## config.mk

```make
export PLATFORM = sky130hd
export DESIGN_NAME = rc4_stream_cipher
export DESIGN_NICKNAME = d
export VERILOG_FILES = /design/src/rtl/rc4_pkg.sv /design/src/rtl/rc4_stream_cipher.sv
export SDC_FILE = /design/constraint.sdc
export NUM_CORES = 2
export LEC_CHECK = 0
export BUFFER_PORTS_ARGS = -buffer_cell sky130_fd_sc_hd__buf_2
export CAP_MARGIN = 20
export CORE_MARGIN = 2
export CORE_UTILIZATION = 29
export CTS_CLUSTER_DIAMETER = 200
export DETAILED_ROUTE_END_ITERATION = 12
export PLACE_DENSITY = 0.43
export SLEW_MARGIN = 20
export SYNTH_ARGS = -nofsm -noshare
export SYNTH_HDL_FRONTEND = slang
export SYNTH_SLANG_ARGS = --single-unit
```

## constraint.sdc

```tcl
create_clock -name clock -period 5.2 [get_ports clock]
set_input_delay 0.26 -clock clock [delete_from_list [all_inputs] [get_ports clock]]
set_output_delay 0.26 -clock clock [all_outputs]
set_load 0.01 [all_outputs]
```

## src/rtl/rc4_pkg.sv

```systemverilog
`timescale 1ns / 1ps
`default_nettype none

package rc4_pkg;

   localparam int KEY_BYTES_DEF = 16;
   localparam int KEY_BYTES_MAX = 16;
   localparam int TABLE_DEPTH   = 256;

   // Sequencer steps (program addresses)
   typedef enum logic [3:0] {
      ST_IDLE,
      ST_FILL,
      ST_KS_RD,
      ST_KS_ACC,
      ST_KS_SWAPA,
      ST_KS_SWAPB,
      ST_KS_DONE,
      ST_GEN_I,
      ST_GEN_J,
      ST_GEN_SWAPA,
      ST_GEN_SWAPB,
      ST_GEN_RD,
      ST_GEN_OUT
   } step_type;

   typedef enum logic [1:0] {
      RD_CNT,
      RD_J_NEXT,
      RD_I_NEXT,
      RD_SUM
   } rd_sel_type;

   typedef enum logic [2:0] {
      WR_NONE,
      WR_FILL,
      WR_CNT_RDATA,
      WR_J_A,
      WR_I_RDATA
   } wr_sel_type;

   typedef enum logic [1:0] {
      J_HOLD,
      J_CLEAR,
      J_KEY,
      J_ADD
   } j_op_type;

   typedef enum logic [1:0] {
      I_HOLD,
      I_CLEAR,
      I_INC
   } i_op_type;

   typedef enum logic [1:0] {
      SEQ_NEXT,
      SEQ_LOOP,
      SEQ_DISPATCH,
      SEQ_EMIT
   } seq_type;

   typedef struct packed {
      rd_sel_type rd_sel;
      wr_sel_type wr_sel;
      j_op_type   j_op;
      i_op_type   i_op;
      logic       a_ld;
      logic       b_ld;
      logic       cnt_inc;
      logic       kidx_clr;
      logic       kidx_inc;
      logic       set_keyed;
      seq_type    seq;
      step_type   target;
   } ucode_type;

   function automatic ucode_type ucode(input step_type s);
      ucode_type w;
      w = '{rd_sel: RD_CNT, wr_sel: WR_NONE, j_op: J_HOLD, i_op: I_HOLD,
            a_ld: 1'b0, b_ld: 1'b0, cnt_inc: 1'b0, kidx_clr: 1'b0,
            kidx_inc: 1'b0, set_keyed: 1'b0, seq: SEQ_NEXT, target: ST_IDLE};
      case (s)
         ST_IDLE: begin
            w.seq = SEQ_DISPATCH;
         end
         ST_FILL: begin
            w.wr_sel   = WR_FILL;
            w.j_op     = J_CLEAR;
            w.cnt_inc  = 1'b1;
            w.kidx_clr = 1'b1;
            w.seq      = SEQ_LOOP;
            w.target   = ST_FILL;
         end
         ST_KS_RD: begin
            w.rd_sel = RD_CNT;
         end
         ST_KS_ACC: begin
            w.a_ld   = 1'b1;
            w.j_op   = J_KEY;
            w.rd_sel = RD_J_NEXT;
         end
         ST_KS_SWAPA: begin
            w.wr_sel = WR_CNT_RDATA;
         end
         ST_KS_SWAPB: begin
            w.wr_sel   = WR_J_A;
            w.cnt_inc  = 1'b1;
            w.kidx_inc = 1'b1;
            w.seq      = SEQ_LOOP;
            w.target   = ST_KS_RD;
         end
         ST_KS_DONE: begin
            w.i_op      = I_CLEAR;
            w.j_op      = J_CLEAR;
            w.set_keyed = 1'b1;
         end
         ST_GEN_I: begin
            w.i_op   = I_INC;
            w.rd_sel = RD_I_NEXT;
         end
         ST_GEN_J: begin
            w.a_ld   = 1'b1;
            w.j_op   = J_ADD;
            w.rd_sel = RD_J_NEXT;
         end
         ST_GEN_SWAPA: begin
            w.b_ld   = 1'b1;
            w.wr_sel = WR_I_RDATA;
         end
         ST_GEN_SWAPB: begin
            w.wr_sel = WR_J_A;
         end
         ST_GEN_RD: begin
            w.rd_sel = RD_SUM;
         end
         ST_GEN_OUT: begin
            w.rd_sel = RD_SUM;
            w.seq    = SEQ_EMIT;
            w.target = ST_IDLE;
         end
         default: begin
            w.seq = SEQ_DISPATCH;
         end
      endcase
      return w;
   endfunction

endpackage

`default_nettype wire

```

## src/rtl/rc4_stream_cipher.sv

```systemverilog
`timescale 1ns / 1ps
`default_nettype none

// Channel   Ports                        Direction  Contents
// req       req_tvalid/tready/tdata/tlast  in       tdata[7:0] data_in, tlast last_of_message
// rsp       rsp_tvalid/tready/tdata/tlast  out      tdata[7:0] data_out, tlast end_of_message
// csr       csr_psel/penable/pwrite/...    in/out   key_low @0x0, key_high @0x8 (64-bit)
//
// The first byte of a message first waits for keying (loading the identity table, a
// read, an accumulate and two swap writes per key schedule position, then clearing the
// indices); every byte then takes six sequencer steps (two reads, two swap writes, the
// keystream read and the output step) before a new transfer is taken.
// Reset clears the sequencer, indices and keyed flag; the table is rebuilt before use.
// req_tready is high only in the idle step; the output step holds while rsp is full.

module rc4_stream_cipher
   import rc4_pkg::*;
#(
   parameter int KEY_BYTES = KEY_BYTES_DEF
) (
   input  wire logic        clock,
   input  wire logic        reset,

   input  wire logic        req_tvalid,
   output logic             req_tready,
   input  wire logic [7:0]  req_tdata,    // [7:0] data_in
   input  wire logic        req_tlast,    // last_of_message

   output logic             rsp_tvalid,
   input  wire logic        rsp_tready,
   output logic [7:0]       rsp_tdata,    // [7:0] data_out
   output logic             rsp_tlast,    // end_of_message

   input  wire logic        csr_psel,
   input  wire logic        csr_penable,
   input  wire logic        csr_pwrite,
   input  wire logic [3:0]  csr_paddr,
   input  wire logic [63:0] csr_pwdata,
   output logic [63:0]      csr_prdata,
   output logic             csr_pready
);

   // key length clamped to 1..16
   localparam int KEY_LEN = (KEY_BYTES < 1) ? 1 :
                            (KEY_BYTES > KEY_BYTES_MAX) ? KEY_BYTES_MAX : KEY_BYTES;
   localparam logic [3:0] KIDX_LAST = 4'(KEY_LEN - 1);

   // ---------------- config registers ----------------
   logic [63:0] key_low_ff, key_high_ff;
   logic        csr_wr;

   assign csr_pready = 1'b1;
   assign csr_wr     = csr_psel && csr_penable && csr_pwrite;
   assign csr_prdata = csr_paddr[3] ? key_high_ff : key_low_ff;

   always_ff @(posedge clock) begin
      if (reset) begin
         key_low_ff  <= '0;
         key_high_ff <= '0;
      end else if (csr_wr) begin
         if (csr_paddr[3]) begin
            key_high_ff <= csr_pwdata;
         end else begin
            key_low_ff <= csr_pwdata;
         end
      end
   end

   // ---------------- sequencer ----------------
   step_type  pc_ff, pc_in;
   ucode_type uw;

   logic [7:0] cnt_ff, cnt_in;       // fill / schedule position
   logic [3:0] kidx_ff, kidx_in;     // key byte position
   logic [7:0] i_ff, i_in;
   logic [7:0] j_ff, j_in;
   logic [7:0] a_ff, a_in;
   logic [7:0] b_ff, b_in;
   logic       keyed_ff, keyed_in;
   logic [7:0] data_ff, data_in;
   logic       last_ff, last_in;
   logic       rsp_valid_ff, rsp_valid_in;
   logic [7:0] rsp_data_ff, rsp_data_in;
   logic       rsp_last_ff, rsp_last_in;

   logic       req_xfer;
   logic       out_free;
   logic       emit;

   // state table: one write and one registered read per cycle
   logic [7:0] perm_mem [TABLE_DEPTH];
   logic [7:0] rdata_ff;
   logic [7:0] raddr;
   logic       we;
   logic [7:0] waddr, wdata;

   logic [127:0] key_vec;
   logic [7:0]   key_byte;

   assign key_vec  = {key_high_ff, key_low_ff};
   assign key_byte = key_vec[{kidx_ff, 3'b000} +: 8];

   assign uw         = ucode(pc_ff);
   assign req_tready = (pc_ff == ST_IDLE);
   assign req_xfer   = req_tvalid && req_tready;
   assign out_free   = !rsp_valid_ff || rsp_tready;
   assign emit       = (uw.seq == SEQ_EMIT) && out_free;

   // next step
   always_comb begin
      pc_in = pc_ff;
      case (uw.seq)
         SEQ_NEXT: begin
            pc_in = step_type'(pc_ff + 4'd1);
         end
         SEQ_LOOP: begin
            pc_in = (cnt_ff != 8'hFF) ? uw.target : step_type'(pc_ff + 4'd1);
         end
         SEQ_DISPATCH: begin
            if (req_xfer) begin
               pc_in = keyed_ff ? ST_GEN_I : ST_FILL;
            end
         end
         SEQ_EMIT: begin
            if (out_free) begin
               pc_in = uw.target;
            end
         end
         default: begin
            pc_in = ST_IDLE;
         end
      endcase
   end

   // datapath
   always_comb begin
      cnt_in   = uw.cnt_inc ? cnt_ff + 8'd1 : cnt_ff;
      kidx_in  = kidx_ff;
      if (uw.kidx_clr) begin
         kidx_in = '0;
      end else if (uw.kidx_inc) begin
         kidx_in = (kidx_ff == KIDX_LAST) ? 4'd0 : kidx_ff + 4'd1;
      end

      case (uw.i_op)
         I_CLEAR: i_in = '0;
         I_INC:   i_in = i_ff + 8'd1;
         default: i_in = i_ff;
      endcase

      case (uw.j_op)
         J_CLEAR: j_in = '0;
         J_KEY:   j_in = j_ff + rdata_ff + key_byte;
         J_ADD:   j_in = j_ff + rdata_ff;
         default: j_in = j_ff;
      endcase

      a_in = uw.a_ld ? rdata_ff : a_ff;
      b_in = uw.b_ld ? rdata_ff : b_ff;

      case (uw.rd_sel)
         RD_CNT:    raddr = cnt_ff;
         RD_J_NEXT: raddr = j_in;
         RD_I_NEXT: raddr = i_in;
         RD_SUM:    raddr = a_ff + b_ff;
         default:   raddr = cnt_ff;
      endcase

      we    = 1'b1;
      waddr = cnt_ff;
      wdata = cnt_ff;
      case (uw.wr_sel)
         WR_FILL: begin
            waddr = cnt_ff;
            wdata = cnt_ff;
         end
         WR_CNT_RDATA: begin
            waddr = cnt_ff;
            wdata = rdata_ff;
         end
         WR_J_A: begin
            waddr = j_ff;
            wdata = a_ff;
         end
         WR_I_RDATA: begin
            waddr = i_ff;
            wdata = rdata_ff;
         end
         default: begin
            we = 1'b0;
         end
      endcase

      data_in = req_xfer ? req_tdata : data_ff;
      last_in = req_xfer ? req_tlast : last_ff;

      keyed_in = keyed_ff;
      if (uw.set_keyed) begin
         keyed_in = 1'b1;
      end else if (emit && last_ff) begin
         keyed_in = 1'b0;   // next message re-keys with the current key
      end

      rsp_valid_in = rsp_valid_ff;
      rsp_data_in  = rsp_data_ff;
      rsp_last_in  = rsp_last_ff;
      if (emit) begin
         rsp_valid_in = 1'b1;
         rsp_data_in  = data_ff ^ rdata_ff;
         rsp_last_in  = last_ff;
      end else if (rsp_tready) begin
         rsp_valid_in = 1'b0;
      end
   end

   always_ff @(posedge clock) begin
      if (reset) begin
         pc_ff        <= ST_IDLE;
         cnt_ff       <= '0;
         kidx_ff      <= '0;
         i_ff         <= '0;
         j_ff         <= '0;
         keyed_ff     <= 1'b0;
         rsp_valid_ff <= 1'b0;
      end else begin
         pc_ff        <= pc_in;
         cnt_ff       <= cnt_in;
         kidx_ff      <= kidx_in;
         i_ff         <= i_in;
         j_ff         <= j_in;
         keyed_ff     <= keyed_in;
         rsp_valid_ff <= rsp_valid_in;
      end
   end

   always_ff @(posedge clock) begin
      a_ff        <= a_in;
      b_ff        <= b_in;
      data_ff     <= data_in;
      last_ff     <= last_in;
      rsp_data_ff <= rsp_data_in;
      rsp_last_ff <= rsp_last_in;
   end

   always_ff @(posedge clock) begin
      if (we) begin
         perm_mem[waddr] <= wdata;
      end
      rdata_ff <= perm_mem[raddr];
   end

   assign rsp_tvalid = rsp_valid_ff;
   assign rsp_tdata  = rsp_data_ff;
   assign rsp_tlast  = rsp_last_ff;

endmodule

`default_nettype wire
```

==> impl_results.md <==
* Status: finished, violations left
* Failing checks: negative setup slack
* GRT overflow at 0
* Skew final at 0.08445 ns
* CTS clk-pin slew, worst paths at around 0.06 ns
* Worst Path Arrival at 6.05 ns
* Core ar. at 320,400 sq um
* CP Max Fanout at 16
* CTS tree: yes
* Final Cycle Share at 1.003
* CP cell instances: buf_12 > mux4_2 > mux4_2 > inv_2 > fa_1 > nand2b_4 > a21o_4 > nand2_8 > buf_16 > buf_4 > buf_16 > buf_12 > a211oi_2 > a311oi_1 > o21ai_0 > o311ai_1 > buf_4 > o2111ai_1 > nand4_1 > a21o_1
* Final hold vios at 0
* Initial antenna violation count at 13
* Drt wl/cell at ~26 um
* Post-DRT Antenna Nets at 0
* HPWL Detailed at 205,400 um
* Die height at 570.8 um
* First-pass GRT wire length at 462,400 um
* CP max stage cell: mux4_2
* Fin worst setup slack at -0.01794 ns
* Fmax at 0.1916 GHz
* Total Power at approximately 55,000 uW
* P per Cell Area at 476.4 nW/um^2
* First DRT Iteration DRCs at about 5,900
* CP startpoint: kidx_ff[0]
* Max reg flops at 2,048
* Crit path time final at 5.218 ns
* Vias in the first global route at around 62,000
* CP Launch Type: register
* Clk root buf: clkbuf_16
* Max-slew headroom at 0.2577
* Unrepaired setup endpoints after global routing: true
* Hold Worst Slack at 0.08116 ns
* WL final at 324,600 um
* # clock sinks at 2,252
* Die Span X at 570.8 um
* Seq/Total Area, Yosys at 0.7077
* Tot GR Track Use at 0.1936
* Worst setup endpoint: rdata_ff[5]
* Synthesized area per cell at 12.80 sq um
* Kind of critical path: reg2reg
* Reg-to-Reg End: rdata_ff[5]
* H-tree Lvls at 4
* CP max stage delay at about 0.59 ns
* Ys async rst share at 0
* Clk_lat worst skew at between 0.9 and 1 ns
* YS warnings at 0
* Initial Utilization at 0.2908
* Launch point of the worst reg-to-reg path: kidx_ff[0]
* Syn Inst Count at 7,278
* Layout cells sized above 1 at 0.2020
* Via count at 63,740
* Dominant cell type by area after synthesis: edfxtp_1
* Final nets at 8,119
* Mapped cell area at 93,150 sq um
* Max-Cap Viols at 0
* DRC violations left at 0
* Worst-margin pin slew at 1.113 ns
* Final Setup Violations at 1
* Global placement routability congestion at 0.8577
* Top flop regs: perm_mem x2048, key_high_ff x64, key_low_ff x64
* Die Area at 325,800 sq um
* Syn nets at approximately 7,400
* # IOs at 160
* Dominant cells by area after synthesis: edfxtp_1 67%, nand2_1 7.6%, dfxtp_1 3.7%
* Top reg by flops: perm_mem
* Post-synth EDFFs at 2,082
* Site Rows at 208
* R2r worst-path depth at 20
* Max Slew Vio Count at 0
* Hold Path Class: in2reg
* Dominant synthesized flop cell: edfxtp_1
* Largest net degree at the start of global routing at 165
* CTS Buffer Depth at 4
* Port Buf Inserts at 155
* Flops & latches, synth at 2,252
* Post-DR vias/cell at around 5.1
* Yosys cell types at 98
* Drt pass-1 iters at 6
* Most frequent cells in the layout: 2,082 x edfxtp_1, 1,878 x nand2_1, 563 x buf_4
* Maximum VDD drop at 0.2816 mV
* Commonest non-fill, non-tap cell in the layout: edfxtp_1
* Area grow syn2layout at 23.34%
* Critical Path RT at 6.03 ns
* R2r setup slk at -0.02 ns
* CP Capture Type: register
* LEAKAGE at ~0.039 uW
* Top cell type's share of synthesized area at 0.6712
* Clock buffer count from CTS at 244
Yosys cell counts, drive strengths merged, types with 13 or more instances:
library cell,count
edfxtp,2082
nand2,1886
nand3,516
a21oi,354
buf,346
nor2,327
and3,205
a311oi,178
clkbuf,178
dfxtp,170
a211oi,138
a31oi,131
o21ai,69
mux2,65
mux4,65
nor3,62
a221oi,58
o22ai,34
ha,29
a21o,26
a22oi,26
inv,25
a32oi,23
mux2i,20
xor2,19
nand4,17
a41oi,14
or3,14
xnor2,14
and2,13
nor4,13
routing by layer:
layer,vias up,track usage,share of wire
met5,-,0,0.00024
met4,2,0.05782,0.032
met3,482,0.02708,0.060
met2,2056,0.3112,0.46
met1,32510,0.2705,0.44
li1,28700,-,-
report_power, final:
group / internal [uW] / switching (uW) / total [uW]
clock: 9430 / 7380 / 16800
sequential: 20800 / 199 / 21000
combinational: 6040 / 10800 / 16900
total: 36300 / 18400 / 54700
cell type report:
class,instances,area (sq um)
sequential,2252,65930
inverter,25,123.9
multi-input combinational,4478,26180
clock buffer,312,6422
timing repair buffer,1002,9713
fill,31040,205500
antenna,4,10.01
tap,4305,5386
clock inverter,127,1136
per-stage QoR:
stage | TNS (ns) | setup slack [ns] | cells | area (sq um) | utilization
after CTS | -0.05508 | -0.03236 | 12460 | 113700 | 0.3549
after detailed placement | -3.556 | -0.7795 | 11900 | 103500 | 0.3230
after global routing | -0.4698 | -0.1201 | 12500 | 114900 | 0.3586
final | -0.01794 | -0.01794 | 12510 | 114900 | 0.3586
after global placement | -3.802 | -0.8193 | 11900 | 103500 | 0.3229
after floorplan | 0 | 0.3224 | 7278 | 93180 | -
cells by family after synthesis:
family,after synthesis,share of synthesized area
XOR/XNOR,33,0.003103
adder cells (fa/ha/maj),32,0.004540
AND/OR/NAND/NOR,3096,0.1431
other,1,0.00004026
flip-flops,2252,0.7077
multiplexers,150,0.02572
AO/OA/AOI/OAI,1165,0.08642
buffers and inverters,549,0.02935
worst max-delay path, delay by kind of cell (launching register included):
family / cells / cell delay (ns)
compound gates: 7 / 1.50
fa+ha+maj: 1 / 0.41
buf+inv: 7 / 1.10
flops: 1 / 0.43
mux: 2 / 1.08
simple gates: 3 / 0.57
worst min path at each step:
stage,startpoint,end,slack (ns),cells after the start
finish,req_tdata[2],data_ff[2],0.08,2
global placement,req_tlast,last_ff,0.44,1
floorplan,req_tdata[0],data_ff[0],0.36,0
detailed placement,req_tdata[7],data_ff[7],0.44,1
CTS,csr_pwrite,key_high_ff[24],0.006,6
global route,req_tdata[2],data_ff[2],0.04,2
what timing repair did:
action	CTS	global route
hold buffers	86	0
pin swaps	41	40
cloned	13	6
resized for setup	201	150
setup endpoints to repair	8	8
hold endpoints to repair	147	0
setup buffers	31	36
Note: power is estimated with default switching activity, not from simulation.
